===== src/hw/rtl/utsc_pkg.sv =====
// Package for the UTF-8 text screen: decoder state, result record and
// byte constants. Depends on nothing; every other file uses it.
package utsc_pkg;

    localparam int unsigned SIZE_WIDTH  = 32;
    localparam int unsigned TOTAL_WIDTH = 32;
    localparam int unsigned CP_WIDTH    = 21;

    localparam logic [1:0] VERDICT_OK        = 2'd0;
    localparam logic [1:0] VERDICT_TOO_LARGE = 2'd1;
    localparam logic [1:0] VERDICT_BINARY    = 2'd2;
    localparam logic [1:0] VERDICT_INVALID   = 2'd3;

    localparam logic [7:0] MARK_BYTE0 = 8'hEF;
    localparam logic [7:0] MARK_BYTE1 = 8'hBB;
    localparam logic [7:0] MARK_BYTE2 = 8'hBF;

    localparam logic [CP_WIDTH-1:0] CP_MIN_TWO       = 21'h80;
    localparam logic [CP_WIDTH-1:0] CP_MIN_THREE     = 21'h800;
    localparam logic [CP_WIDTH-1:0] CP_SURROGATE_LO  = 21'hD800;
    localparam logic [CP_WIDTH-1:0] CP_SURROGATE_HI  = 21'hDFFF;
    localparam logic [CP_WIDTH-1:0] CP_MIN_FOUR      = 21'h10000;
    localparam logic [CP_WIDTH-1:0] CP_MAX           = 21'h10FFFF;

    localparam logic [1:0] MARK_DONE = 2'd3;

    typedef struct packed {
        logic [1:0]          bytes_pending;
        logic [1:0]          sequence_length;
        logic [CP_WIDTH-1:0] partial_code_point;
        logic                error_seen;
        logic                zero_byte_seen;
        logic [1:0]          mark_progress;
        logic                mark_broken;
    } scan_state_t;

    typedef struct packed {
        logic [1:0]             verdict;
        logic                   bom_present;
        logic [TOTAL_WIDTH-1:0] total_bytes;
    } result_t;

endpackage


===== src/hw/rtl/utsc_ifs.sv =====
// Channel interfaces of the UTF-8 text screen: byte input, result output
// and the size limit write channel. Depends on utsc_pkg.
interface utsc_text_if;
    logic       valid;
    logic       ready;
    logic [7:0] text_byte;
    logic       end_of_text;

    modport source (output valid, output text_byte, output end_of_text, input ready);
    modport sink   (input valid, input text_byte, input end_of_text, output ready);
endinterface

interface utsc_result_if;
    logic                            valid;
    logic                            ready;
    logic [1:0]                      verdict;
    logic                            bom_present;
    logic [utsc_pkg::TOTAL_WIDTH-1:0] total_bytes;

    modport source (output valid, output verdict, output bom_present, output total_bytes,
                    input ready);
    modport sink   (input valid, input verdict, input bom_present, input total_bytes,
                    output ready);
endinterface

interface utsc_cfg_if;
    logic                            valid;
    logic                            ready;
    logic [utsc_pkg::SIZE_WIDTH-1:0] size_limit;

    modport source (output valid, output size_limit, input ready);
    modport sink   (input valid, input size_limit, output ready);
endinterface


===== src/hw/rtl/utf8_text_screen.sv =====
// Top level of the UTF-8 text screen: input register, per-byte step logic
// and the result register. Depends on utsc_pkg, utsc_ifs and utsc_step.
//
//   channel   role     payload                                    transfer
//   text      sink     text_byte[7:0], end_of_text                valid & ready
//   result    source   verdict[1:0], bom_present, total_bytes     valid & ready
//   cfg       sink     size_limit[31:0]                           valid & ready
//
// One byte is taken every cycle unless a final byte waits on the result register.
// A byte is registered in the input register, then the decoder state is updated;
// a final byte loads the result register at that edge, from which its verdict
// is read. Reset clears the decoder state, the size limit and both valid flags.
// Only a final byte waits on a full result register; other bytes flow on.
module utf8_text_screen #(
    parameter int unsigned COUNT_WIDTH = 32
) (
    input  logic                 clk,
    input  logic                 rst_n,
    utsc_text_if.sink            text,
    utsc_result_if.source        result,
    utsc_cfg_if.sink             cfg
);
    import utsc_pkg::*;

    logic                   in_valid_reg;
    logic [7:0]             in_byte_reg;
    logic                   in_last_reg;
    scan_state_t            state_reg;
    scan_state_t            state_next;
    logic [COUNT_WIDTH-1:0] count_reg;
    logic [COUNT_WIDTH-1:0] count_next;
    logic [SIZE_WIDTH-1:0]  size_limit_reg;
    logic                   out_valid_reg;
    result_t                out_reg;
    result_t                step_result;
    logic                   can_step;
    logic                   do_step;

    utsc_step #(
        .COUNT_WIDTH (COUNT_WIDTH)
    ) u_step (
        .cur_state   (state_reg),
        .cur_count   (count_reg),
        .text_byte   (in_byte_reg),
        .end_of_text (in_last_reg),
        .size_limit  (size_limit_reg),
        .next_state  (state_next),
        .next_count  (count_next),
        .result      (step_result)
    );

    // A final byte can only move on when the result register is free.
    assign can_step   = !in_last_reg || !out_valid_reg || result.ready;
    assign do_step    = in_valid_reg && can_step;
    assign text.ready = !in_valid_reg || can_step;
    assign cfg.ready  = 1'b1;

    always_ff @(posedge clk or negedge rst_n)
    begin
        if (!rst_n)
        begin
            in_valid_reg   <= 1'b0;
            state_reg      <= '0;
            count_reg      <= '0;
            size_limit_reg <= '0;
            out_valid_reg  <= 1'b0;
        end
        else
        begin
            if (text.ready)
            begin
                in_valid_reg <= text.valid;
            end
            if (do_step)
            begin
                state_reg <= state_next;
                count_reg <= count_next;
            end
            if (cfg.valid)
            begin
                size_limit_reg <= cfg.size_limit;
            end
            if (do_step && in_last_reg)
            begin
                out_valid_reg <= 1'b1;
            end
            else if (result.ready)
            begin
                out_valid_reg <= 1'b0;
            end
        end
    end

    always_ff @(posedge clk)
    begin
        if (text.ready && text.valid)
        begin
            in_byte_reg <= text.text_byte;
            in_last_reg <= text.end_of_text;
        end
        if (do_step && in_last_reg)
        begin
            out_reg <= step_result;
        end
    end

    assign result.valid       = out_valid_reg;
    assign result.verdict     = out_reg.verdict;
    assign result.bom_present = out_reg.bom_present;
    assign result.total_bytes = out_reg.total_bytes;

endmodule


===== src/hw/rtl/utsc_step.sv =====
// Per-byte next-state logic of the UTF-8 text screen: decoder, mark
// tracking, byte counter and the verdict on the final byte. Uses utsc_pkg.
module utsc_step #(
    parameter int unsigned COUNT_WIDTH = 32
) (
    input  utsc_pkg::scan_state_t                 cur_state,
    input  logic [COUNT_WIDTH-1:0]                cur_count,
    input  logic [7:0]                            text_byte,
    input  logic                                  end_of_text,
    input  logic [utsc_pkg::SIZE_WIDTH-1:0]       size_limit,
    output utsc_pkg::scan_state_t                 next_state,
    output logic [COUNT_WIDTH-1:0]                next_count,
    output utsc_pkg::result_t                     result
);
    import utsc_pkg::*;

    localparam int unsigned CMP_WIDTH = (COUNT_WIDTH > SIZE_WIDTH) ? COUNT_WIDTH : SIZE_WIDTH;

    scan_state_t           st;
    logic [COUNT_WIDTH-1:0] cnt;
    logic [7:0]            mark_expect;
    logic [CP_WIDTH-1:0]   cp;
    logic                  bad_cp;
    logic [CMP_WIDTH-1:0]  cnt_ext;
    logic                  over_limit;
    logic [1:0]            verdict;

    always_comb
    begin
        st  = cur_state;
        cnt = cur_count;

        // Leading byte-order mark: only the first three positions matter.
        case (cur_count[1:0])
            2'd0:    mark_expect = MARK_BYTE0;
            2'd1:    mark_expect = MARK_BYTE1;
            default: mark_expect = MARK_BYTE2;
        endcase
        if (!st.mark_broken && (cur_count < COUNT_WIDTH'(3)))
        begin
            if ((text_byte == mark_expect) && (st.mark_progress == cur_count[1:0]))
            begin
                st.mark_progress = cur_count[1:0] + 2'd1;
            end
            else
            begin
                st.mark_broken = 1'b1;
            end
        end

        if (cur_count != {COUNT_WIDTH{1'b1}})
        begin
            cnt = cur_count + COUNT_WIDTH'(1);
        end

        if (text_byte == 8'h00)
        begin
            st.zero_byte_seen = 1'b1;
        end

        cp     = {st.partial_code_point[CP_WIDTH-7:0], text_byte[5:0]};
        bad_cp = 1'b0;
        case (st.sequence_length)
            2'd1:    bad_cp = (cp < CP_MIN_TWO);
            2'd2:    bad_cp = (cp < CP_MIN_THREE) ||
                              ((cp >= CP_SURROGATE_LO) && (cp <= CP_SURROGATE_HI));
            default: bad_cp = (cp < CP_MIN_FOUR) || (cp > CP_MAX);
        endcase

        if (text_byte[7:6] == 2'b10)
        begin
            if (st.bytes_pending == 2'd0)
            begin
                st.error_seen = 1'b1;
            end
            else if (st.bytes_pending == 2'd1)
            begin
                // Last continuation byte closes the sequence.
                st.error_seen         = st.error_seen | bad_cp;
                st.bytes_pending      = 2'd0;
                st.sequence_length    = 2'd0;
                st.partial_code_point = '0;
            end
            else
            begin
                st.partial_code_point = cp;
                st.bytes_pending      = st.bytes_pending - 2'd1;
            end
        end
        else
        begin
            if (st.bytes_pending != 2'd0)
            begin
                st.error_seen         = 1'b1;
                st.bytes_pending      = 2'd0;
                st.sequence_length    = 2'd0;
                st.partial_code_point = '0;
            end
            case (text_byte) inside
                [8'h00:8'h7F]:
                begin
                end
                [8'hC0:8'hDF]:
                begin
                    st.partial_code_point = CP_WIDTH'(text_byte[4:0]);
                    st.bytes_pending      = 2'd1;
                    st.sequence_length    = 2'd1;
                end
                [8'hE0:8'hEF]:
                begin
                    st.partial_code_point = CP_WIDTH'(text_byte[3:0]);
                    st.bytes_pending      = 2'd2;
                    st.sequence_length    = 2'd2;
                end
                [8'hF0:8'hF7]:
                begin
                    st.partial_code_point = CP_WIDTH'(text_byte[2:0]);
                    st.bytes_pending      = 2'd3;
                    st.sequence_length    = 2'd3;
                end
                default:
                begin
                    st.error_seen = 1'b1;
                end
            endcase
        end
    end

    always_comb
    begin
        cnt_ext    = CMP_WIDTH'(cnt);
        over_limit = (size_limit != '0) && (cnt_ext > CMP_WIDTH'(size_limit));
        if (over_limit)
        begin
            verdict = VERDICT_TOO_LARGE;
        end
        else if (st.zero_byte_seen)
        begin
            verdict = VERDICT_BINARY;
        end
        else if (st.error_seen || (st.bytes_pending != 2'd0))
        begin
            verdict = VERDICT_INVALID;
        end
        else
        begin
            verdict = VERDICT_OK;
        end

        result.verdict     = verdict;
        result.bom_present = (verdict == VERDICT_OK) && !st.mark_broken &&
                             (st.mark_progress == MARK_DONE);
        result.total_bytes = (cnt_ext > CMP_WIDTH'({TOTAL_WIDTH{1'b1}})) ?
                             {TOTAL_WIDTH{1'b1}} : cnt_ext[TOTAL_WIDTH-1:0];

        // The final byte leaves a clean state for the next text.
        if (end_of_text)
        begin
            next_state = '0;
            next_count = '0;
        end
        else
        begin
            next_state = st;
            next_count = cnt;
        end
    end

endmodule

===== src/flat_wrapper.sv =====
// flat-port wrapper written by rule: the top's interface ports become plain ports
module utf8_text_screen_flat import utsc_pkg::*;
#(
    parameter int unsigned COUNT_WIDTH = 32
)
  (clk, rst_n, text_valid, text_text_byte, text_end_of_text, text_ready, result_valid, result_verdict, result_bom_present, result_total_bytes, result_ready, cfg_valid, cfg_size_limit, cfg_ready);
  utsc_text_if text_i ();
  utsc_result_if result_i ();
  utsc_cfg_if cfg_i ();
  input  logic clk;
  input  logic rst_n;
  input wire logic [$bits(text_i.valid)-1:0] text_valid;
  input wire logic [$bits(text_i.text_byte)-1:0] text_text_byte;
  input wire logic [$bits(text_i.end_of_text)-1:0] text_end_of_text;
  output wire logic [$bits(text_i.ready)-1:0] text_ready;
  output wire logic [$bits(result_i.valid)-1:0] result_valid;
  output wire logic [$bits(result_i.verdict)-1:0] result_verdict;
  output wire logic [$bits(result_i.bom_present)-1:0] result_bom_present;
  output wire logic [$bits(result_i.total_bytes)-1:0] result_total_bytes;
  input wire logic [$bits(result_i.ready)-1:0] result_ready;
  input wire logic [$bits(cfg_i.valid)-1:0] cfg_valid;
  input wire logic [$bits(cfg_i.size_limit)-1:0] cfg_size_limit;
  output wire logic [$bits(cfg_i.ready)-1:0] cfg_ready;
  assign text_i.valid = text_valid;
  assign text_i.text_byte = text_text_byte;
  assign text_i.end_of_text = text_end_of_text;
  assign text_ready = text_i.ready;
  assign result_valid = result_i.valid;
  assign result_verdict = result_i.verdict;
  assign result_bom_present = result_i.bom_present;
  assign result_total_bytes = result_i.total_bytes;
  assign result_i.ready = result_ready;
  assign cfg_i.valid = cfg_valid;
  assign cfg_i.size_limit = cfg_size_limit;
  assign cfg_ready = cfg_i.ready;
  utf8_text_screen #(.COUNT_WIDTH(COUNT_WIDTH)) u_core (.clk(clk), .rst_n(rst_n), .text(text_i), .result(result_i), .cfg(cfg_i));
endmodule

===== config.mk =====
export PLATFORM = sky130hd
export DESIGN_NAME = utf8_text_screen_flat
export DESIGN_NICKNAME = d
export VERILOG_FILES = /design/src/hw/rtl/utsc_pkg.sv /design/src/hw/rtl/utsc_ifs.sv /design/src/hw/rtl/utf8_text_screen.sv /design/src/hw/rtl/utsc_step.sv /design/src/flat_wrapper.sv
export SDC_FILE = /design/constraint.sdc
export NUM_CORES = 1
export LEC_CHECK = 0
export BUFFER_PORTS_ARGS = -buffer_cell sky130_fd_sc_hd__buf_2
export CAP_MARGIN = 25
export CORE_AREA = 5 5 118 120
export CTS_CLUSTER_SIZE = 16
export DETAILED_ROUTE_END_ITERATION = 6
export DIE_AREA = 0 0 123 125
export PLACE_DENSITY = 0.89
export SYNTH_ARGS = -nofsm -noshare
export SYNTH_HDL_FRONTEND = slang
export SYNTH_SLANG_ARGS = --single-unit
export TNS_END_PERCENT = 5

===== constraint.sdc =====
create_clock -name clk -period 5.05 [get_ports clk]
set_input_delay 0.2525 -clock clk [delete_from_list [all_inputs] [get_ports clk]]
set_output_delay 0.2525 -clock clk [all_outputs]
set_load 0.03 [all_outputs]

==> results of run 1 <==
through the flow:
step           hold WS, ns  cell area [sq um]
3_3_place_gp        0.0852               7750
2_1_floorplan      -0.0431               7300
4_1_cts            0.00195               8440
5_1_grt            0.00662               8470
3_5_place_dp        0.0863               7750
6_report            0.0157               8470
layout make-up:
| cell class | count | area [sq um] | area share, % |
|---|---|---|---|
| timing repair buffer | 97 | 568 | 6.71 |
| sequential | 134 | 3570 | 42.2 |
| clock buffer | 22 | 518 | 6.12 |
| clock inverter | 10 | 78.8 | 0.931 |
| inverter | 45 | 169 | 1.99 |
| tap | 176 | 220 | 2.60 |
| multi-input combinational | 500 | 3340 | 39.5 |
power by group:
| group | switching [mW] | leakage, nW | internal [mW] | total, mW |
|---|---|---|---|---|
| Combinational | 0.247 | 1.91 | 0.142 | 0.389 |
| Clock | 0.483 | 0.290 | 0.736 | 1.22 |
| Sequential | 0.0719 | 1.61 | 1.20 | 1.27 |
critical path: cells and delay by family, from the launching register on:
kind | cells | cell delay, ns
flops | 1 | 0.52
compound gates | 6 | 1.72
xor+xnor | 1 | 0.17
fa+ha+maj | 2 | 0.71
simple gates | 4 | 1.14
per-layer routing:
layer | GRT usage (%) | part of all wire (%) | vias up
li1 | - | - | 2814
met1 | 33.3 | 41 | 2920
met2 | 39.0 | 48 | 348
met3 | 5.78 | 8.8 | 53
met4 | 9.32 | 2.7 | 0
met5 | 0 | 0 | -
worst paths after layout:
kind | start | endpoint | depth (start not counted)
worst min register to register | u_core.state_reg[4] | u_core.state_reg[4] | 1
worst min-delay path | text_text_byte[2] | u_core.in_byte_reg[2] | 1
worst max-delay path | u_core.count_reg[0] | u_core.result.verdict[1] | 13
min in group asynchronous | rst_n | u_core.state_reg[11] | 2
worst max register to register | u_core.count_reg[0] | u_core.result.verdict[1] | 13
max in group asynchronous | rst_n | u_core.count_reg[31] | 4
kinds of logic after synthesis:
logic type      synth area share, %
compound gates                 16.9
xor+xnor                       4.20
fa+ha+maj                      6.35
buf+inv                        5.21
flops                          49.0
mux                           0.429
other cells                  0.0514
simple gates                   17.8
cells in the mapped netlist, types with 3 or more instances:
library cell   n  share of area [%]
and2_1         6               0.51
xnor2_1       20                2.4
a31oi_1       15                1.3
and4_1         7               0.84
ha_1          37                6.3
buf_2         16                1.1
a21oi_1       22                1.5
a41oi_1        5               0.60
a21o_1         8               0.82
nor3_1        10               0.69
nand2_1       87                4.5
nor4_4         3               0.87
nor2_1        25                1.3
or4_1          4               0.41
nor3b_1        3               0.31
edfxtp_1      44                 18
nand3_1       20                1.4
inv_1         45                2.3
o21ai_0       58                4.0
buf_4          3               0.31
a22o_1        18                2.2
nand4_1       15                1.3
and3_1         6               0.51
dfrtp_1       90                 31
o21ai_1       15                1.0
xor2_1        15                1.8
o31ai_1       21                2.2
o211ai_1       3               0.31
nor4_1        22                1.9
clkbuf_1      24                1.2
what timing repair did:
action                                 CTS  global route
hold buffers                             9             0
buffers inserted                         0             0
endpoints found under the hold margin   17             0
==> flow_metrics.env, run 1 <==
export IMPL_result_of_the_run="finished clean"
export IMPL_leakage_nw=3.81
export IMPL_fp_coreArea_sq_mm=0.0129
export IMPL_max_freq_mhz=226
export IMPL_clock_tree_root_driver_cell="clkbuf_16"
export IMPL_floorplan_initialDensity_pct=56.7
export IMPL_grt_use_total_pct=24.7
export IMPL_via_count=6135
export IMPL_core_rowCount=42
export IMPL_power_per_cell_area_mw_per_mm2=340
export IMPL_slowest_stage="nor4_4"
export IMPL_mappedNetlistArea_sq_mm=0.00730
export IMPL_synth_area_per_cell_sq_um=10.1
export IMPL_place_ws_ns=0.881
export IMPL_post_route_util_pct=65.8
export IMPL_h_tree_depth=4
export IMPL_finish_cell_count_without_fillers=984
export IMPL_rsz0062_at_grt="no"
export IMPL_hold_path_class="in2reg"
export IMPL_clk_path_buf_depth=2
export IMPL_post_route_worst_setup_slack_ns=0.627
export IMPL_fp_dieArea_sq_mm=0.0154
export IMPL_yosysWarnings=0
export IMPL_drv_cap=0
export IMPL_areaGrowthSynthToFinish_pct=16.1
export IMPL_antenna_cells=0
export IMPL_cts_inserted_buffers=17
export IMPL_startpoint_kind_of_the_worst_setup_timing_path="register"
export IMPL_post_synth_inst_count=725
export IMPL_cts_tree="yes"
export IMPL_routed_wire_length_per_instance_microns=18.8
export IMPL_fp_dieW_microns=123
export IMPL_setup_viol=0
export IMPL_layout_min_cycle_time_ns=4.42
export IMPL_number_of_global_route_vias_before_repair=6068
export IMPL_nNetsFinal=878
export IMPL_gpl_final_weighted_congestion=0.929
export IMPL_maxSlewHeadroom_pct=36.1
export IMPL_worst_pin_slew_ns=0.951
export IMPL_wl_mm=18.5
export IMPL_clkLatencyLatePin_ns=0.42
export IMPL_vias_per_cell=6.23
export IMPL_path_clk_slew_ns=0.06
export IMPL_vdd_ir_drop_max_v=0.000294
export IMPL_path_class="reg2reg"
export IMPL_synth_seq_cells=134
export IMPL_critPathArrivalTime_ns=4.68
export IMPL_layout_worst_path_cycle_share_pct=87.6
export IMPL_drt_initial_drc_count=761
export IMPL_buffer_ports_inserted=82
export IMPL_dp_cells=942
export IMPL_post_dp_hpwl_mm=12.8
export IMPL_worst_endpoint_required_ns=5.30
export IMPL_most_used_flip_flop_cell_after_synthesis="dfrtp_1"
export IMPL_tritoncts_num_sinks=134
export IMPL_final_max_slew_violation_count=0
export IMPL_timing_clock_skew_ns=0.0160
export IMPL_cell_chain_critical_path="ha_1, nand3_2, nor4_4, a21oi_1, nand3_1, xnor2_1, ha_1, a211o_1, o2111ai_1, nand3_1, a221oi_1, a31o_2, a21boi_0"
export IMPL_synth_edff_count=44
export IMPL_ys_async_sr_fraction_pct=67.2
export IMPL_synthDistinctLibCells=72
export IMPL_drc=0
export IMPL_crit_path_end_kind="register"
export IMPL_dr_pass1_iters=5
export IMPL_grt_remaining_overflow=0
export IMPL_regToRegSetupSlack_ns=0.63
export IMPL_synth_seq_area_share_pct=49.0
export IMPL_final_antenna_net_count=0
export IMPL_layout_drive_gt1_share_pct=17.2
export IMPL_fin_total_pwr_mw=2.88
export IMPL_synthesis_nets=808
export IMPL_filler_cell_count=944
export IMPL_antenna_found_initial=0
export IMPL_grt_first_pass_wirelength_mm=30.1
export IMPL_io_pins=84
export IMPL_critPathMaxStageDelay_ns=0.55
export IMPL_layout_commonest_cell="dfrtp_1"
export IMPL_cts_resized=0
export IMPL_final_cell_mix="dfrtp_1 (90), nand2_1 (87), buf_2 (81)"
export IMPL_cp_max_fo=10
export IMPL_final_hold_violation_count=0
export IMPL_fin_setup_tns_ns=0
export IMPL_pin_count_of_the_biggest_net_entering_global_routing=82
export IMPL_chipHeight_microns=125
Power figures use the tool's default switching activity.
==> run 2: changes to the inputs <==
Settings changed: ABC_AREA set to 1.
==> run 2 against run 1 <==
  * Fmax is 20% higher
  * Clock skew decreased by 0.0083 ns
  * First-iteration DRC count shrank 13%
  * Synthesized area increased by 0.27%
  * Routed wire length rose by 1.7%
==> flow_metrics.env, run 2 <==
export IMPL_pin_count_of_the_biggest_net_entering_global_routing=65
export IMPL_grtUsageMet2_pct=41.1
export IMPL_seqCellArea_sq_mm=0.00357
export IMPL_fp_coreArea_sq_mm=0.0129
export IMPL_filler_cell_count=997
export IMPL_layout_worst_path_cycle_share_pct=73.1
export IMPL_grt_remaining_overflow=0
export IMPL_path_clk_slew_ns=0.06
export IMPL_grt_first_pass_wirelength_mm=31.1
export IMPL_setup_viol=0
export IMPL_floorplan_initialDensity_pct=56.8
export IMPL_clk_path_buf_depth=2
export IMPL_synthDistinctLibCells=42
export IMPL_grt_use_total_pct=25.8
export IMPL_buffer_ports_inserted=82
export IMPL_drc=0
export IMPL_synth_seq_area_share_pct=48.8
export IMPL_mappedNetlistArea_sq_mm=0.00732
export IMPL_cts_inserted_buffers=17
export IMPL_critPathArrivalTime_ns=3.87
export IMPL_layout_min_cycle_time_ns=3.69
export IMPL_timing_critical_path_buf_inv=3
export IMPL_cts_resized=0
export IMPL_slowest_stage="nand2_2"
export IMPL_worst_endpoint_required_ns=5.23
export IMPL_startpoint_kind_of_the_worst_setup_timing_path="register"
export IMPL_dr_pass1_iters=7
export IMPL_clock_tree_root_driver_cell="clkbuf_16"
export IMPL_post_synth_top_count_cell="nand2_1"
export IMPL_hold_worst_slack_ns=0.0258
export IMPL_power_per_cell_area_mw_per_mm2=335
export IMPL_vias_per_cell=5.57
export IMPL_most_used_flip_flop_cell_after_synthesis="dfrtp_1"
export IMPL_synth_seq_cells=134
export IMPL_layout_commonest_cell="nand2_1"
export IMPL_multi_input_comb_area_sq_mm=0.00319
export IMPL_critPathMaxStageDelay_ns=0.53
export IMPL_worst_pin_slew_ns=0.995
export IMPL_grt_met1_usage_pct=33.2
export IMPL_yosysTopAreaCellShare_pct=30.8
export IMPL_gpl_final_weighted_congestion=0.937
export IMPL_io_pins=84
export IMPL_post_synth_inst_count=880
export IMPL_routed_wire_length_per_instance_microns=16.2
export IMPL_antenna_found_initial=0
export IMPL_vdd_ir_drop_max_v=0.000244
export IMPL_most_used_layer_global_route="met2"
export IMPL_clkLatencyLatePin_ns=0.42
export IMPL_cell_chain_critical_path="ha_1, nand3_2, inv_1, nand2_2, nor2_4, nand2_2, inv_1, or2_2, nand2_1, inv_1, ha_1, nand2_1, nand2_1, nand2_1, nand2_1, nand2_1, nand2_1, nand2_1, nand2_1, nand2_1, nand2_1, nand2_1, nand2_1, nor2_1"
export IMPL_final_antenna_net_count=0
export IMPL_grtUsageMet3_pct=5.42
export IMPL_fp_dieW_microns=123
export IMPL_max_freq_mhz=271
export IMPL_tritoncts_num_sinks=134
export IMPL_yosysWarnings=0
export IMPL_synth_edff_count=44
export IMPL_hold_path_class="in2reg"
export IMPL_largest_area_contributor_in_the_netlist="dfrtp_1"
export IMPL_h_tree_depth=4
export IMPL_drt_initial_drc_count=663
export IMPL_leakage_nw=4.14
export IMPL_antenna_cells=0
export IMPL_synth_area_per_cell_sq_um=8.31
export IMPL_cp_max_fo=31
export IMPL_worst_path_dominant_cell_family="simple AND/OR/NAND/NOR gates"
export IMPL_via_count=6488
export IMPL_cts_tree="yes"
export IMPL_drv_cap=0
export IMPL_critical_path_most_common_cell="nand2_1"
export IMPL_nNetsFinal=1058
export IMPL_fp_dieArea_sq_mm=0.0154
export IMPL_final_hold_violation_count=0
export IMPL_ys_async_sr_fraction_pct=67.2
export IMPL_path_class="reg2reg"
export IMPL_result_of_the_run="finished clean"
export IMPL_layout_drive_gt1_share_pct=15.7
export IMPL_core_rowCount=42
export IMPL_rsz0062_at_grt="no"
export IMPL_synthesis_nets=963
export IMPL_timing_clock_skew_ns=0.00767
export IMPL_synth_common_cells="nand2_1 (234), inv_1 (117), dfrtp_1 (90), nor2_1 (90), o21ai_0 (69)"
export IMPL_final_cell_mix="nand2_1 (234), inv_1 (117), dfrtp_1 (90)"
export IMPL_final_max_slew_violation_count=0
export IMPL_cts_hold_repair_buffers=9
export IMPL_number_of_global_route_vias_before_repair=6370
export IMPL_chipHeight_microns=125
export IMPL_wl_mm=18.9
export IMPL_synth_area_leaders="dfrtp_1 (31%), edfxtp_1 (18%), nand2_1 (12%)"
export IMPL_maxSlewHeadroom_pct=33.6
export IMPL_areaGrowthSynthToFinish_pct=17.4
export IMPL_fin_setup_tns_ns=0
export IMPL_crit_path_end_kind="register"
export IMPL_cts_setup_buffers=0
export IMPL_post_dp_hpwl_mm=13.4
-- run 2: changes by cell type in the layout (fill, tap and decap cells not counted), moves of 16 or more --
cell     previous run  this run
nand2_1            87       234
inv_1              45       117
nor2_1             25        89
o31ai_1            21         0
o22ai_1             1        18
a22o_1             18         2
xnor2_1            20         4
-- run 2: final cells by class --
| class | count | share of cell area, % |
|---|---|---|
| clock buffers | 18 | 5.11 |
| clock inverters | 14 | 2.10 |
| inverters | 121 | 5.29 |
| multi-input cells | 606 | 37.1 |
| flip-flops and latches | 134 | 41.6 |
| well taps | 176 | 2.56 |
| repair buffers | 95 | 6.21 |
-- run 2: worst paths after layout --
| kind | cells after the start | slack [ns] | start | end |
|---|---|---|---|---|
| max | 24 | 1.36 | u_core.count_reg[0] | u_core.result.bom_present |
| min | 1 | 0.03 | text_text_byte[4] | u_core.in_byte_reg[4] |
| max in group asynchronous | 3 | 3.62 | rst_n | u_core.size_limit_reg[24] |
| min in group asynchronous | 2 | 0.29 | rst_n | u_core.state_reg[3] |
| max reg2reg | 24 | 1.36 | u_core.count_reg[0] | u_core.result.bom_present |
| min reg2reg | 2 | 0.54 | u_core.state_reg[16] | u_core.state_reg[16] |
-- run 2: worst register-to-register path: cells and delay by family (launching register included) --
kind                     cells  cell delay (ns)
buffers and inverters        3             0.31
flip-flops                   1             0.48
AND/OR/NAND/NOR             19             2.01
adder cells (fa/ha/maj)      2             0.63
-- run 2: through the flow --
| stage | total power [mW] | instance area (sq um) | instances | utilization [%] | setup WS (ns) |
|---|---|---|---|---|---|
| global route | 2.98 | 8590 | 1164 | 66.7 | 1.14 |
| floorplan | 1.47 | 7320 | 880 | - | 2.36 |
| detailed placement | 1.58 | 7880 | 1123 | 61.2 | 1.46 |
| CTS | 2.88 | 8590 | 1164 | 66.7 | 1.41 |
| finish | 2.88 | 8590 | 1164 | 66.7 | 1.36 |
| global placement | 1.57 | 7880 | 1123 | 61.2 | 1.56 |
-- run 2: metal layers --
layer  share of wire, %  wire, microns
met1                 40           7550
met2                 48           8990
met3                7.5           1420
met4                4.8            897
met5                  0              0
-- run 2: cell families (layout without fill, tap and decap cells) --
group	Yosys count	count (layout)	share of synthesized area, %
AO/OA/AOI/OAI	131	131	10.1
XOR/XNOR	23	23	2.75
adder cells (fa/ha/maj)	37	37	6.33
buffers and inverters	140	248	7.63
flip-flops	134	134	48.8
other	1	1	0.0513
AND/OR/NAND/NOR	414	414	24.3
-- run 2: power breakdown --
part	switching, mW	internal, mW	total [mW]
Combinational	0.247	0.109	0.356
Sequential	0.0365	1.19	1.22
Clock	0.464	0.834	1.30
